===== src/hw/rtl/sefr_pkg.sv =====
// Shared types and constants for the sync/enquiry frame receiver.
package sefr_pkg;

    // Limits of the handshake.
    localparam logic [15:0] START_WAIT_LIMIT = 16'd40000;
    localparam logic [12:0] MAX_FRAME        = 13'd4096;

    // Configuration register indexes.
    typedef enum logic [2:0] {
        CFG_SYNC_CODE    = 3'd0,
        CFG_ENQUIRY_CODE = 3'd1,
        CFG_START_CODE   = 3'd2,
        CFG_END_CODE     = 3'd3,
        CFG_ACK_CODE     = 3'd4,
        CFG_NAK_CODE     = 3'd5,
        CFG_FRAME_LENGTH = 3'd6,
        CFG_BYTE_TIMEOUT = 3'd7
    } t_cfg_idx;

    // Input item kinds.
    typedef enum logic {
        OP_BYTE = 1'b0,
        OP_TICK = 1'b1
    } t_op;

    // Receiver phase.
    typedef enum logic [1:0] {
        PH_IDLE = 2'd0,
        PH_WAIT = 2'd1,
        PH_RECV = 2'd2
    } t_phase;

    // One result item.
    typedef struct packed {
        logic        send_valid;
        logic [7:0]  send_byte;
        logic        data_valid;
        logic [7:0]  data_byte;
        logic [11:0] data_index;
        logic        frame_done;
        logic        frame_ok;
    } t_result;

endpackage


===== src/hw/rtl/sefr_if.sv =====
// Valid/ready channel interfaces for input items and result items.
interface sefr_in_if;
    logic       valid;
    logic       ready;
    logic       op;
    logic [7:0] rx_byte;

    modport source (output valid, output op, output rx_byte, input ready);
    modport sink   (input valid, input op, input rx_byte, output ready);
endinterface

interface sefr_out_if;
    logic        valid;
    logic        ready;
    logic        send_valid;
    logic [7:0]  send_byte;
    logic        data_valid;
    logic [7:0]  data_byte;
    logic [11:0] data_index;
    logic        frame_done;
    logic        frame_ok;

    modport source (output valid, output send_valid, output send_byte, output data_valid,
                    output data_byte, output data_index, output frame_done,
                    output frame_ok, input ready);
    modport sink   (input valid, input send_valid, input send_byte, input data_valid,
                    input data_byte, input data_index, input frame_done,
                    input frame_ok, output ready);
endinterface


===== src/hw/rtl/sync_enquiry_frame_receiver.sv =====
// Receiver of the sync / enquiry / start / frame / ACK-NAK serial handshake.
// A result item is loaded into the output register as its input item is accepted.
// Throughput: one input item per cycle while the output register is empty or drained.
// Items that cause no result only update the phase and counters.
// Reset (synchronous, active low) restores the default codes and returns to idle.
module sync_enquiry_frame_receiver (
    input  logic                       i_clk,
    input  logic                       i_rst_n,
    input  logic                       i_cfg_we,
    input  sefr_pkg::t_cfg_idx         i_cfg_idx,
    input  logic [15:0]                i_cfg_data,
    sefr_in_if.sink                    i_rx,
    sefr_out_if.source                 o_res
);
    import sefr_pkg::*;

    // Configuration registers.
    logic [7:0]  r_sync_code, r_enquiry_code, r_start_code, r_end_code;
    logic [7:0]  r_ack_code, r_nak_code;
    logic [12:0] r_frame_length;
    logic [15:0] r_byte_timeout;

    // Receiver state.
    t_phase      r_phase, n_phase;
    logic [15:0] r_wait_remaining, n_wait_remaining;
    logic [12:0] r_bytes_received, n_bytes_received;
    logic [15:0] r_quiet_ticks, n_quiet_ticks;

    // Output register.
    logic        r_out_valid;
    t_result     r_out;
    t_result     n_res;

    logic        in_accept;
    logic        is_tick;
    logic        is_sync;
    logic [12:0] eff_length;
    logic [15:0] timeout_lim;
    logic [15:0] quiet_inc;
    logic [12:0] bytes_inc;
    logic        frame_end;
    logic        timed_out;

    // An item is taken whenever the output register is empty or being drained.
    assign i_rx.ready = !r_out_valid || o_res.ready;
    assign in_accept  = i_rx.valid && i_rx.ready;

    // Configuration writes.
    always_ff @(posedge i_clk) begin
        if (!i_rst_n) begin
            r_sync_code    <= 8'd22;
            r_enquiry_code <= 8'd5;
            r_start_code   <= 8'd1;
            r_end_code     <= 8'd4;
            r_ack_code     <= 8'd6;
            r_nak_code     <= 8'd21;
            r_frame_length <= 13'd1;
            r_byte_timeout <= 16'd1000;
        end else if (i_cfg_we) begin
            unique case (i_cfg_idx)
                CFG_SYNC_CODE:    r_sync_code    <= i_cfg_data[7:0];
                CFG_ENQUIRY_CODE: r_enquiry_code <= i_cfg_data[7:0];
                CFG_START_CODE:   r_start_code   <= i_cfg_data[7:0];
                CFG_END_CODE:     r_end_code     <= i_cfg_data[7:0];
                CFG_ACK_CODE:     r_ack_code     <= i_cfg_data[7:0];
                CFG_NAK_CODE:     r_nak_code     <= i_cfg_data[7:0];
                CFG_FRAME_LENGTH: r_frame_length <= i_cfg_data[12:0];
                CFG_BYTE_TIMEOUT: r_byte_timeout <= i_cfg_data;
                default: ;
            endcase
        end
    end

    // Decoded item and clamped limits.
    assign is_tick     = (t_op'(i_rx.op) == OP_TICK);
    assign is_sync     = !is_tick && (i_rx.rx_byte == r_sync_code);
    assign eff_length  = (r_frame_length == 13'd0) ? 13'd1 :
                         (r_frame_length > MAX_FRAME) ? MAX_FRAME : r_frame_length;
    assign timeout_lim = (r_byte_timeout == 16'd0) ? 16'd1 : r_byte_timeout;
    assign quiet_inc   = r_quiet_ticks + 16'd1;
    assign bytes_inc   = r_bytes_received + 13'd1;
    assign frame_end   = (bytes_inc >= eff_length);
    assign timed_out   = (quiet_inc >= timeout_lim);

    // Next phase and counters.
    always_comb begin
        n_phase          = r_phase;
        n_wait_remaining = r_wait_remaining;
        n_bytes_received = r_bytes_received;
        n_quiet_ticks    = r_quiet_ticks;
        unique case (r_phase)
            PH_WAIT: begin
                if (is_tick || is_sync) begin
                    if (r_wait_remaining <= 16'd1) begin
                        n_wait_remaining = 16'd0;
                        n_phase          = PH_IDLE;
                    end else begin
                        n_wait_remaining = r_wait_remaining - 16'd1;
                    end
                end else if (i_rx.rx_byte == r_start_code) begin
                    n_phase          = PH_RECV;
                    n_bytes_received = 13'd0;
                    n_quiet_ticks    = 16'd0;
                end else begin
                    n_phase = PH_IDLE;
                end
            end
            PH_RECV: begin
                if (is_tick) begin
                    if (timed_out) begin
                        n_phase       = PH_IDLE;
                        n_quiet_ticks = 16'd0;
                    end else begin
                        n_quiet_ticks = quiet_inc;
                    end
                end else begin
                    n_bytes_received = bytes_inc;
                    n_quiet_ticks    = 16'd0;
                    if (frame_end) begin
                        n_phase = PH_IDLE;
                    end
                end
            end
            default: begin
                // Idle, and the unused phase code behaves as idle.
                n_phase = PH_IDLE;
                if (is_sync) begin
                    n_phase          = PH_WAIT;
                    n_wait_remaining = START_WAIT_LIMIT;
                end
            end
        endcase
    end

    // Result item for the current input item.
    always_comb begin
        n_res = '0;
        unique case (r_phase)
            PH_WAIT: ;
            PH_RECV: begin
                if (is_tick) begin
                    if (timed_out) begin
                        n_res.send_valid = 1'b1;
                        n_res.send_byte  = r_nak_code;
                        n_res.frame_done = 1'b1;
                    end
                end else begin
                    n_res.data_valid = 1'b1;
                    n_res.data_byte  = i_rx.rx_byte;
                    n_res.data_index = r_bytes_received[11:0];
                    if (frame_end) begin
                        n_res.frame_done = 1'b1;
                        n_res.send_valid = 1'b1;
                        if (i_rx.rx_byte == r_end_code) begin
                            n_res.frame_ok  = 1'b1;
                            n_res.send_byte = r_ack_code;
                        end else begin
                            n_res.send_byte = r_nak_code;
                        end
                    end
                end
            end
            default: begin
                if (is_sync) begin
                    n_res.send_valid = 1'b1;
                    n_res.send_byte  = r_enquiry_code;
                end
            end
        endcase
    end

    // State registers advance on every accepted item.
    always_ff @(posedge i_clk) begin
        if (!i_rst_n) begin
            r_phase          <= PH_IDLE;
            r_wait_remaining <= 16'd0;
            r_bytes_received <= 13'd0;
            r_quiet_ticks    <= 16'd0;
        end else if (in_accept) begin
            r_phase          <= n_phase;
            r_wait_remaining <= n_wait_remaining;
            r_bytes_received <= n_bytes_received;
            r_quiet_ticks    <= n_quiet_ticks;
        end
    end

    // Output register valid: loaded only for items that produce a result.
    always_ff @(posedge i_clk) begin
        if (!i_rst_n) begin
            r_out_valid <= 1'b0;
        end else if (in_accept) begin
            r_out_valid <= n_res.send_valid || n_res.data_valid || n_res.frame_done;
        end else if (o_res.ready) begin
            r_out_valid <= 1'b0;
        end
    end

    // Output payload.
    always_ff @(posedge i_clk) begin
        if (in_accept) begin
            r_out <= n_res;
        end
    end

    assign o_res.valid      = r_out_valid;
    assign o_res.send_valid = r_out.send_valid;
    assign o_res.send_byte  = r_out.send_byte;
    assign o_res.data_valid = r_out.data_valid;
    assign o_res.data_byte  = r_out.data_byte;
    assign o_res.data_index = r_out.data_index;
    assign o_res.frame_done = r_out.frame_done;
    assign o_res.frame_ok   = r_out.frame_ok;

endmodule

===== src/flat_wrapper.sv =====
// flat-port wrapper written by rule: the top's interface ports become plain ports
module sync_enquiry_frame_receiver_flat import sefr_pkg::*;
  (i_clk, i_rst_n, i_cfg_we, i_cfg_idx, i_cfg_data, i_rx_valid, i_rx_op, i_rx_rx_byte, i_rx_ready, o_res_valid, o_res_send_valid, o_res_send_byte, o_res_data_valid, o_res_data_byte, o_res_data_index, o_res_frame_done, o_res_frame_ok, o_res_ready);
  sefr_in_if i_rx_i ();
  sefr_out_if o_res_i ();
  input  logic i_clk;
  input  logic i_rst_n;
  input  logic i_cfg_we;
  input  sefr_pkg::t_cfg_idx i_cfg_idx;
  input  logic [15:0] i_cfg_data;
  input wire logic [$bits(i_rx_i.valid)-1:0] i_rx_valid;
  input wire logic [$bits(i_rx_i.op)-1:0] i_rx_op;
  input wire logic [$bits(i_rx_i.rx_byte)-1:0] i_rx_rx_byte;
  output wire logic [$bits(i_rx_i.ready)-1:0] i_rx_ready;
  output wire logic [$bits(o_res_i.valid)-1:0] o_res_valid;
  output wire logic [$bits(o_res_i.send_valid)-1:0] o_res_send_valid;
  output wire logic [$bits(o_res_i.send_byte)-1:0] o_res_send_byte;
  output wire logic [$bits(o_res_i.data_valid)-1:0] o_res_data_valid;
  output wire logic [$bits(o_res_i.data_byte)-1:0] o_res_data_byte;
  output wire logic [$bits(o_res_i.data_index)-1:0] o_res_data_index;
  output wire logic [$bits(o_res_i.frame_done)-1:0] o_res_frame_done;
  output wire logic [$bits(o_res_i.frame_ok)-1:0] o_res_frame_ok;
  input wire logic [$bits(o_res_i.ready)-1:0] o_res_ready;
  assign i_rx_i.valid = i_rx_valid;
  assign i_rx_i.op = i_rx_op;
  assign i_rx_i.rx_byte = i_rx_rx_byte;
  assign i_rx_ready = i_rx_i.ready;
  assign o_res_valid = o_res_i.valid;
  assign o_res_send_valid = o_res_i.send_valid;
  assign o_res_send_byte = o_res_i.send_byte;
  assign o_res_data_valid = o_res_i.data_valid;
  assign o_res_data_byte = o_res_i.data_byte;
  assign o_res_data_index = o_res_i.data_index;
  assign o_res_frame_done = o_res_i.frame_done;
  assign o_res_frame_ok = o_res_i.frame_ok;
  assign o_res_i.ready = o_res_ready;
  sync_enquiry_frame_receiver u_core (.i_clk(i_clk), .i_rst_n(i_rst_n), .i_cfg_we(i_cfg_we), .i_cfg_idx(i_cfg_idx), .i_cfg_data(i_cfg_data), .i_rx(i_rx_i), .o_res(o_res_i));
endmodule

===== config.mk =====
export PLATFORM = sky130hd
export DESIGN_NAME = sync_enquiry_frame_receiver_flat
export DESIGN_NICKNAME = d
export VERILOG_FILES = /design/src/hw/rtl/sefr_pkg.sv /design/src/hw/rtl/sefr_if.sv /design/src/hw/rtl/sync_enquiry_frame_receiver.sv /design/src/flat_wrapper.sv
export SDC_FILE = /design/constraint.sdc
export NUM_CORES = 1
export LEC_CHECK = 0
export ABC_CLOCK_PERIOD_IN_PS = 4750
export BUFFER_PORTS_ARGS = -buffer_cell sky130_fd_sc_hd__buf_2
export CAP_MARGIN = 20
export CORE_UTILIZATION = 45
export CTS_BUF_LIST = sky130_fd_sc_hd__clkbuf_4
export DETAILED_ROUTE_END_ITERATION = 16
export PLACE_DENSITY = 0.68
export SLEW_MARGIN = 20
export SYNTH_ARGS = -nofsm -noshare
export SYNTH_HDL_FRONTEND = slang
export SYNTH_SLANG_ARGS = --single-unit

===== constraint.sdc =====
create_clock -name i_clk -period 4.75 [get_ports i_clk]
set_input_delay 0.475 -clock i_clk [delete_from_list [all_inputs] [get_ports i_clk]]
set_output_delay 0.475 -clock i_clk [all_outputs]
set_load 0.05 [all_outputs]

==> results_dict.tcl, run 1 <==
set metrics [dict create \
    status "finished, final reports clean" \
    worstPathCellList "ha_1 > nand3_1 > or4_4 > nor2_1 > xor2_1 > ha_1 > and4_1 > a221oi_1 > o21ai_1 > a31oi_1 > o221ai_1" \
    finalSetupViolations 0 \
    ios 67 \
    clockPowerShare_pct 33.4 \
    place.gp.congestion 0.839 \
    crit_top_cell "ha_1" \
    htreeDepth 4 \
    finalPower_uw 2540 \
    synth.net_count 1009 \
    crit_start "u_core.r_bytes_received[0]$_SDFFE_PN0P_" \
    rr_worst_depth 11 \
    die_area_um2 18200 \
    initial_core_util_pct 46.1 \
    grt.met2_usage_pct 34.0 \
    synth_edf_count 32 \
    fin_worst_skew_ns 0.0361 \
    internal_power_uw 1770 \
    port_buffers 66 \
    r2r_end "u_core.o_res.send_byte[2]$_DFFE_PP_" \
    slew_headroom_pct 34.0 \
    vdd_drop_max_mv 0.161 \
    drtIter0Drc 473 \
    cts_root_buf "clkbuf_4" \
    grt-ovfl-total 0 \
    min_path_type "input port to flop" \
    syn_inst 941 \
    rrSetupSlack_ns 0.70 \
    yosysWarnings 0 \
    numCtsBuffers 17 \
    cts_hold_buf 0 \
    fin_hold_ws_ns 0.106 \
    swShare_pct 30.4 \
    ys_types 65 \
    path_depth 11 \
    p_sw_uw 772 \
    min_period_ns 4.05 \
    grt_pass1_wl_um 31000 \
    endpoint "u_core.o_res.send_byte[2]$_DFFE_PP_" \
    async_reset_ff_share_pct 0 \
    via_count 6691 \
    grt_most_used_layer "met2" \
    first_pass_iters 5 \
    period_share_pct 85.3 \
    drive_gt1_share_pct 13.2 \
    ys_seq_area_share_pct 43.5 \
    met1_usage_pct 30.2 \
    slowest_stage "a31oi_1" \
    clk_pin_slew_ns 0.16 \
    max_freq_ghz 0.247 \
    synth_area_per_cell_um2 8.47 \
    gr-usage-all-layers_pct 21.9 \
    endpoint_kind "flop" \
    final_common_cell "nand2_1" \
    die_w_um 135 \
    wl_um 19400 \
    rsz0062_at_grt "no" \
    post_cts_buffers 0 \
    synth_seq_cells 157 \
    dp_hpwl_um 13400 \
    yosys_most_used_dff "dfxtp_1" \
    hold_viol 0 \
    setup_tns_ns 0 \
    syn2layout_area_growth_pct 9.58 \
    layout_common_cells "nand2_1, dfxtp_1, a21oi_1" \
    cts_buffer_depth 2 \
    critPathMaxStageDelay_ns 0.67 \
    fin_nets 1052 \
    synth_area_leaders "dfxtp_1, edfxtp_1, nand2_1, ha_1, a21oi_1" \
    path_delay_family "compound AO/OA/AOI/OAI gates" \
    worst_pin_slew_ns 0.989 \
    synth.largest_area_cell "dfxtp_1" \
    crit_type "flop to flop" \
    route.detailed.drc 0 \
    clock_latency_ns 0.59 \
    cts_tree "built" \
    core_area_um2 17300 \
    cp.required_ns 5.07 \
    p_leak_uw 0.00332 \
    grt_antenna_before_repair 3 \
    cts_num_sinks 157 \
    grt_pass1_vias 6083 \
    powerDensity_nw_per_um2 291 \
    path_max_fanout 8 \
    synth_area_um2 7970 \
    wl_per_cell_um 15.9 \
    grt_max_degree 55 \
    cp-start-kind "flop" \
    synth_top_cell_area_share_pct 31.4 \
    drt-vias-per-instance 5.47 \
    r2r_start "u_core.r_bytes_received[0]$_SDFFE_PN0P_" \
    cap_violations 0 \
    met3_usage_pct 5.22 \
    seq_power_share_pct 55.6 \
    dieHeight_um 135 \
    worstPathArrival_ns 4.37 \
    combPwrFrac_pct 11.0 \
    crit_buf_inv 0 \
    postRouteAntennaNets 0 \
    slew_viol_final 0 \
    cts_resized 0 \
    fp-row-count 48 \
]
==> kinds of logic after synthesis <==
family	Yosys count	synth area share, %
muxes	2	0.251
AOI/OAI and AO/OA	186	15.3
adders and majority gates	35	5.49
xor gates and xnor gates	59	6.48
and+or+nand+nor	408	24.1
buffers and inverters	94	4.90
DFF	157	43.5
==> through the flow <==
stage | std cells | area (um^2) | worst slack (ns) | util [%]
floorplan | 941 | 7970 | 1.37 | -
global placement | 1190 | 8420 | 0.861 | 48.7
detailed placement | 1190 | 8420 | 0.769 | 48.7
CTS | 1222 | 8720 | 0.768 | 50.4
global route | 1223 | 8730 | 0.451 | 50.5
finish | 1224 | 8730 | 0.700 | 50.5
==> Yosys cell counts (9+ instances only) <==
cell	number
nor2_1	33
nor3_1	27
o21ai_0	24
nand3_1	39
nor4_1	10
and2_1	23
inv_1	43
a32o_1	17
xor2_1	26
xnor2_1	33
dfxtp_1	125
o211ai_1	12
a21o_1	10
a21oi_1	77
nor2_2	10
nand2b_1	9
nand2_1	211
edfxtp_1	32
ha_1	35
clkbuf_1	31
nand4_1	14
==> worst min-delay path, stage by stage <==
cell and delay (ns):
buf_2 0.09, nand2_1 0.04, a21oi_1 0.05
==> routing by layer <==
metal  up-vias  part of all wire, %
met5         -                0.067
met4         2                  1.3
met3        21                  6.8
met2       200                   45
met1      3114                   47
li1       3354                    -
==> power by group through the flow <==
stage | combinational (uW) | clock [uW] | sequential [uW]
2_1_floorplan | 170 | 0 | 1480
3_3_place_gp | 274 | 0 | 1440
6_report | 279 | 850 | 1410
3_5_place_dp | 278 | 0 | 1440
5_1_grt | 307 | 921 | 1420
4_1_cts | 278 | 874 | 1410
==> registers in the layout (all words and copies together) (netlist names), 2 cells and up <==
name / flops
u_core.r_bytes_received: 13
u_core.o_res.data_index: 12
u_core.o_res.send_byte: 8
u_core.r_wait_remaining: 16
u_core.r_sync_code: 8
u_core.r_enquiry_code: 8
u_core.r_quiet_ticks: 16
u_core.r_nak_code: 8
u_core.r_byte_timeout: 16
u_core.r_start_code: 8
u_core.r_end_code: 8
u_core.r_frame_length: 13
u_core.o_res.data_byte: 8
u_core.r_ack_code: 8
u_core.r_phase: 2
==> how the worst min path moves through the flow <==
stage | cells after the start | end | startpoint | slack [ns]
after floorplan | 2 | u_core.r_ack_code[0]$_SDFFE_PN0P_ | u_core.r_ack_code[0]$_SDFFE_PN0P_ | 0.44
after global placement | 2 | u_core.r_ack_code[0]$_SDFFE_PN0P_ | u_core.r_ack_code[0]$_SDFFE_PN0P_ | 0.44
after detailed placement | 2 | u_core.r_ack_code[7]$_SDFFE_PN0P_ | u_core.r_ack_code[7]$_SDFFE_PN0P_ | 0.45
after CTS | 3 | u_core.r_byte_timeout[13]$_SDFFE_PN0P_ | i_cfg_data[13] | 0.07
after global routing | 3 | u_core.r_byte_timeout[13]$_SDFFE_PN0P_ | i_cfg_data[13] | 0.08
final | 3 | u_core.r_byte_timeout[13]$_SDFFE_PN0P_ | i_cfg_data[13] | 0.11
==> layout make-up <==
type,instances,area [um^2]
clock inverter,15,169
antenna,2,5.00
sequential,157,3460
fill,1714,8560
inverter,44,165
clock buffer,17,128
tap,225,282
timing repair buffer,74,390
multi-input combinational,690,4130
No activity file was read; power rests on OpenSTA's default activity.
==> inputs of run 2 (changes only) <==
- CORE_ASPECT_RATIO: default -> 0.7
==> run 2 against run 1 <==
Cell area is 0.21% lower. First-iteration DRC count rose by 38%. Maximum frequency is 5.2% higher. Combinational power hardly changed. Register-to-register slack improved by 0.20 ns. Clock power down 3.4%. Non-clock buffer count rose by 1. Via count rose by 1.1%. Cell count grew 0.41%. Sequential power is essentially flat. Critical endpoint is now u_core.r_quiet_ticks[3]$_SDFFE_PN0P_.
==> results_dict.tcl, run 2 (synthesis results as in run 1) <==
set metrics [dict create \
    crit_buf_inv 1 \
    die_w_um 161 \
    endpoint_kind "flop" \
    status "finished, final reports clean" \
    hold_viol 0 \
    drive_gt1_share_pct 13.2 \
    grt-ovfl-total 0 \
    cap_violations 0 \
    cts_resized 0 \
    p_leak_uw 0.00331 \
    route.detailed.drc 0 \
    clock_latency_ns 0.59 \
    grt_antenna_before_repair 0 \
    wl_um 20000 \
    met3_usage_pct 3.56 \
    numCtsBuffers 17 \
    cts_tree "built" \
    min_path_type "input port to flop" \
    fp-row-count 40 \
    port_buffers 66 \
    antenna_cells 0 \
    rsz0062_at_grt "no" \
    dp_hpwl_um 14000 \
    vdd_drop_max_mv 0.130 \
    worstPathArrival_ns 4.37 \
    cp-start-kind "flop" \
    fin_nets 1053 \
    gr-usage-all-layers_pct 22.4 \
    largest_registers "u_core.r_byte_timeout: 16 flops, u_core.r_quiet_ticks: 16 flops, u_core.r_wait_remaining: 16 flops" \
    grt_max_degree 64 \
    core_area_um2 17200 \
    postRouteAntennaNets 0 \
    powerDensity_nw_per_um2 289 \
    cp.required_ns 5.27 \
    layout_common_cells "nand2_1, dfxtp_1, a21oi_1" \
    post_cts_buffers 0 \
    wl_per_cell_um 16.2 \
    place.gp.congestion 0.875 \
    crit_type "flop to flop" \
    syn2layout_area_growth_pct 9.34 \
    cts_hold_buf 0 \
    max_freq_ghz 0.260 \
    fin_worst_skew_ns 0.0376 \
    grt_pass1_wl_um 32000 \
    path_max_fanout 12 \
    setup_slack_ns 0.902 \
    grt_pass1_vias 6010 \
    setup_tns_ns 0 \
    dieHeight_um 113 \
    grt.met2_usage_pct 31.3 \
    initial_core_util_pct 46.3 \
    cts_root_buf "clkbuf_4" \
    slowest_stage "nand4_1" \
    slew_headroom_pct 30.0 \
    period_share_pct 81.0 \
    first_pass_iters 5 \
    critPathMaxStageDelay_ns 0.51 \
    cts_buffer_depth 2 \
    min_period_ns 3.85 \
    worst_pin_slew_ns 1.04 \
    final_common_cell "nand2_1" \
    pre_cts_ws_ns 0.955 \
    path_delay_family "simple AND/OR/NAND/NOR gates" \
    grt_most_used_layer "met1" \
    finalSetupViolations 0 \
    clk_pin_slew_ns 0.14 \
    cts_num_sinks 157 \
    drt-vias-per-instance 5.50 \
    met1_usage_pct 34.8 \
    drtIter0Drc 651 \
    worstPathCellList "nand3_1 > nor3_1 > and2_1 > nand3_1 > xnor2_1 > ha_1 > nand4_1 > nor2_1 > nor3_1 > nand4_1 > nor2_1 > buf_4 > a32o_1" \
    via_count 6762 \
    ios 67 \
    htreeDepth 4 \
    die_area_um2 18300 \
    slew_viol_final 0 \
]
run 2: power breakdown:
group / switching, uW / internal [uW]
logic: 193 / 87.9
registers: 21.0 / 1390
clock network: 543 / 277
run 2: final cells by class:
cell class / count / area, um^2
clock buffers: 17 / 128
clock inverters: 15 / 149
fillers: 1654 / 8500
inverters: 44 / 165
multi-input cells: 690 / 4120
flip-flops and latches: 157 / 3460
well taps: 231 / 289
repair buffers: 75 / 398
run 2: per-stage QoR:
stage          hold slack (ns)  power [uW]  instance area [um^2]  util, %  cells
5_1_grt                  0.107        2610                  8710     50.6   1229
4_1_cts                 0.0841        2530                  8710     50.6   1229
3_3_place_gp             0.443        1720                  8440     49.0   1197
2_1_floorplan            0.436        1650                  7970        -    941
3_5_place_dp             0.447        1720                  8440     49.0   1197
6_report                 0.117        2510                  8710     50.6   1229
run 2: metal layers:
metal	up-vias	routed length, um
met3	17	1210
met1	3146	10500
met4	0	190
li1	3363	-
met2	236	8040
met5	-	0
run 2: worst register-to-register path: stages, from the launching register on:
cell	delay, ns
dfxtp_1	0.45
nand3_1	0.20
nor3_1	0.49
and2_1	0.27
nand3_1	0.15
xnor2_1	0.17
ha_1	0.33
nand4_1	0.16
nor2_1	0.07
nor3_1	0.39
nand4_1	0.51
nor2_1	0.22
buf_4	0.22
a32o_1	0.16
run 2: path summary, 6_finish.rpt:
check | from | cells past startpoint | slack, ns | endpoint
worst min register to register | u_core.r_nak_code[5]$_SDFFE_PN0P_ | 2 | 0.47 | u_core.r_nak_code[5]$_SDFFE_PN0P_
worst max-delay path | u_core.r_quiet_ticks[2]$_SDFFE_PN0P_ | 13 | 0.90 | u_core.r_quiet_ticks[3]$_SDFFE_PN0P_
worst min-delay path | i_cfg_data[13] | 3 | 0.12 | u_core.r_byte_timeout[13]$_SDFFE_PN0P_
worst max register to register | u_core.r_quiet_ticks[2]$_SDFFE_PN0P_ | 13 | 0.90 | u_core.r_quiet_ticks[3]$_SDFFE_PN0P_
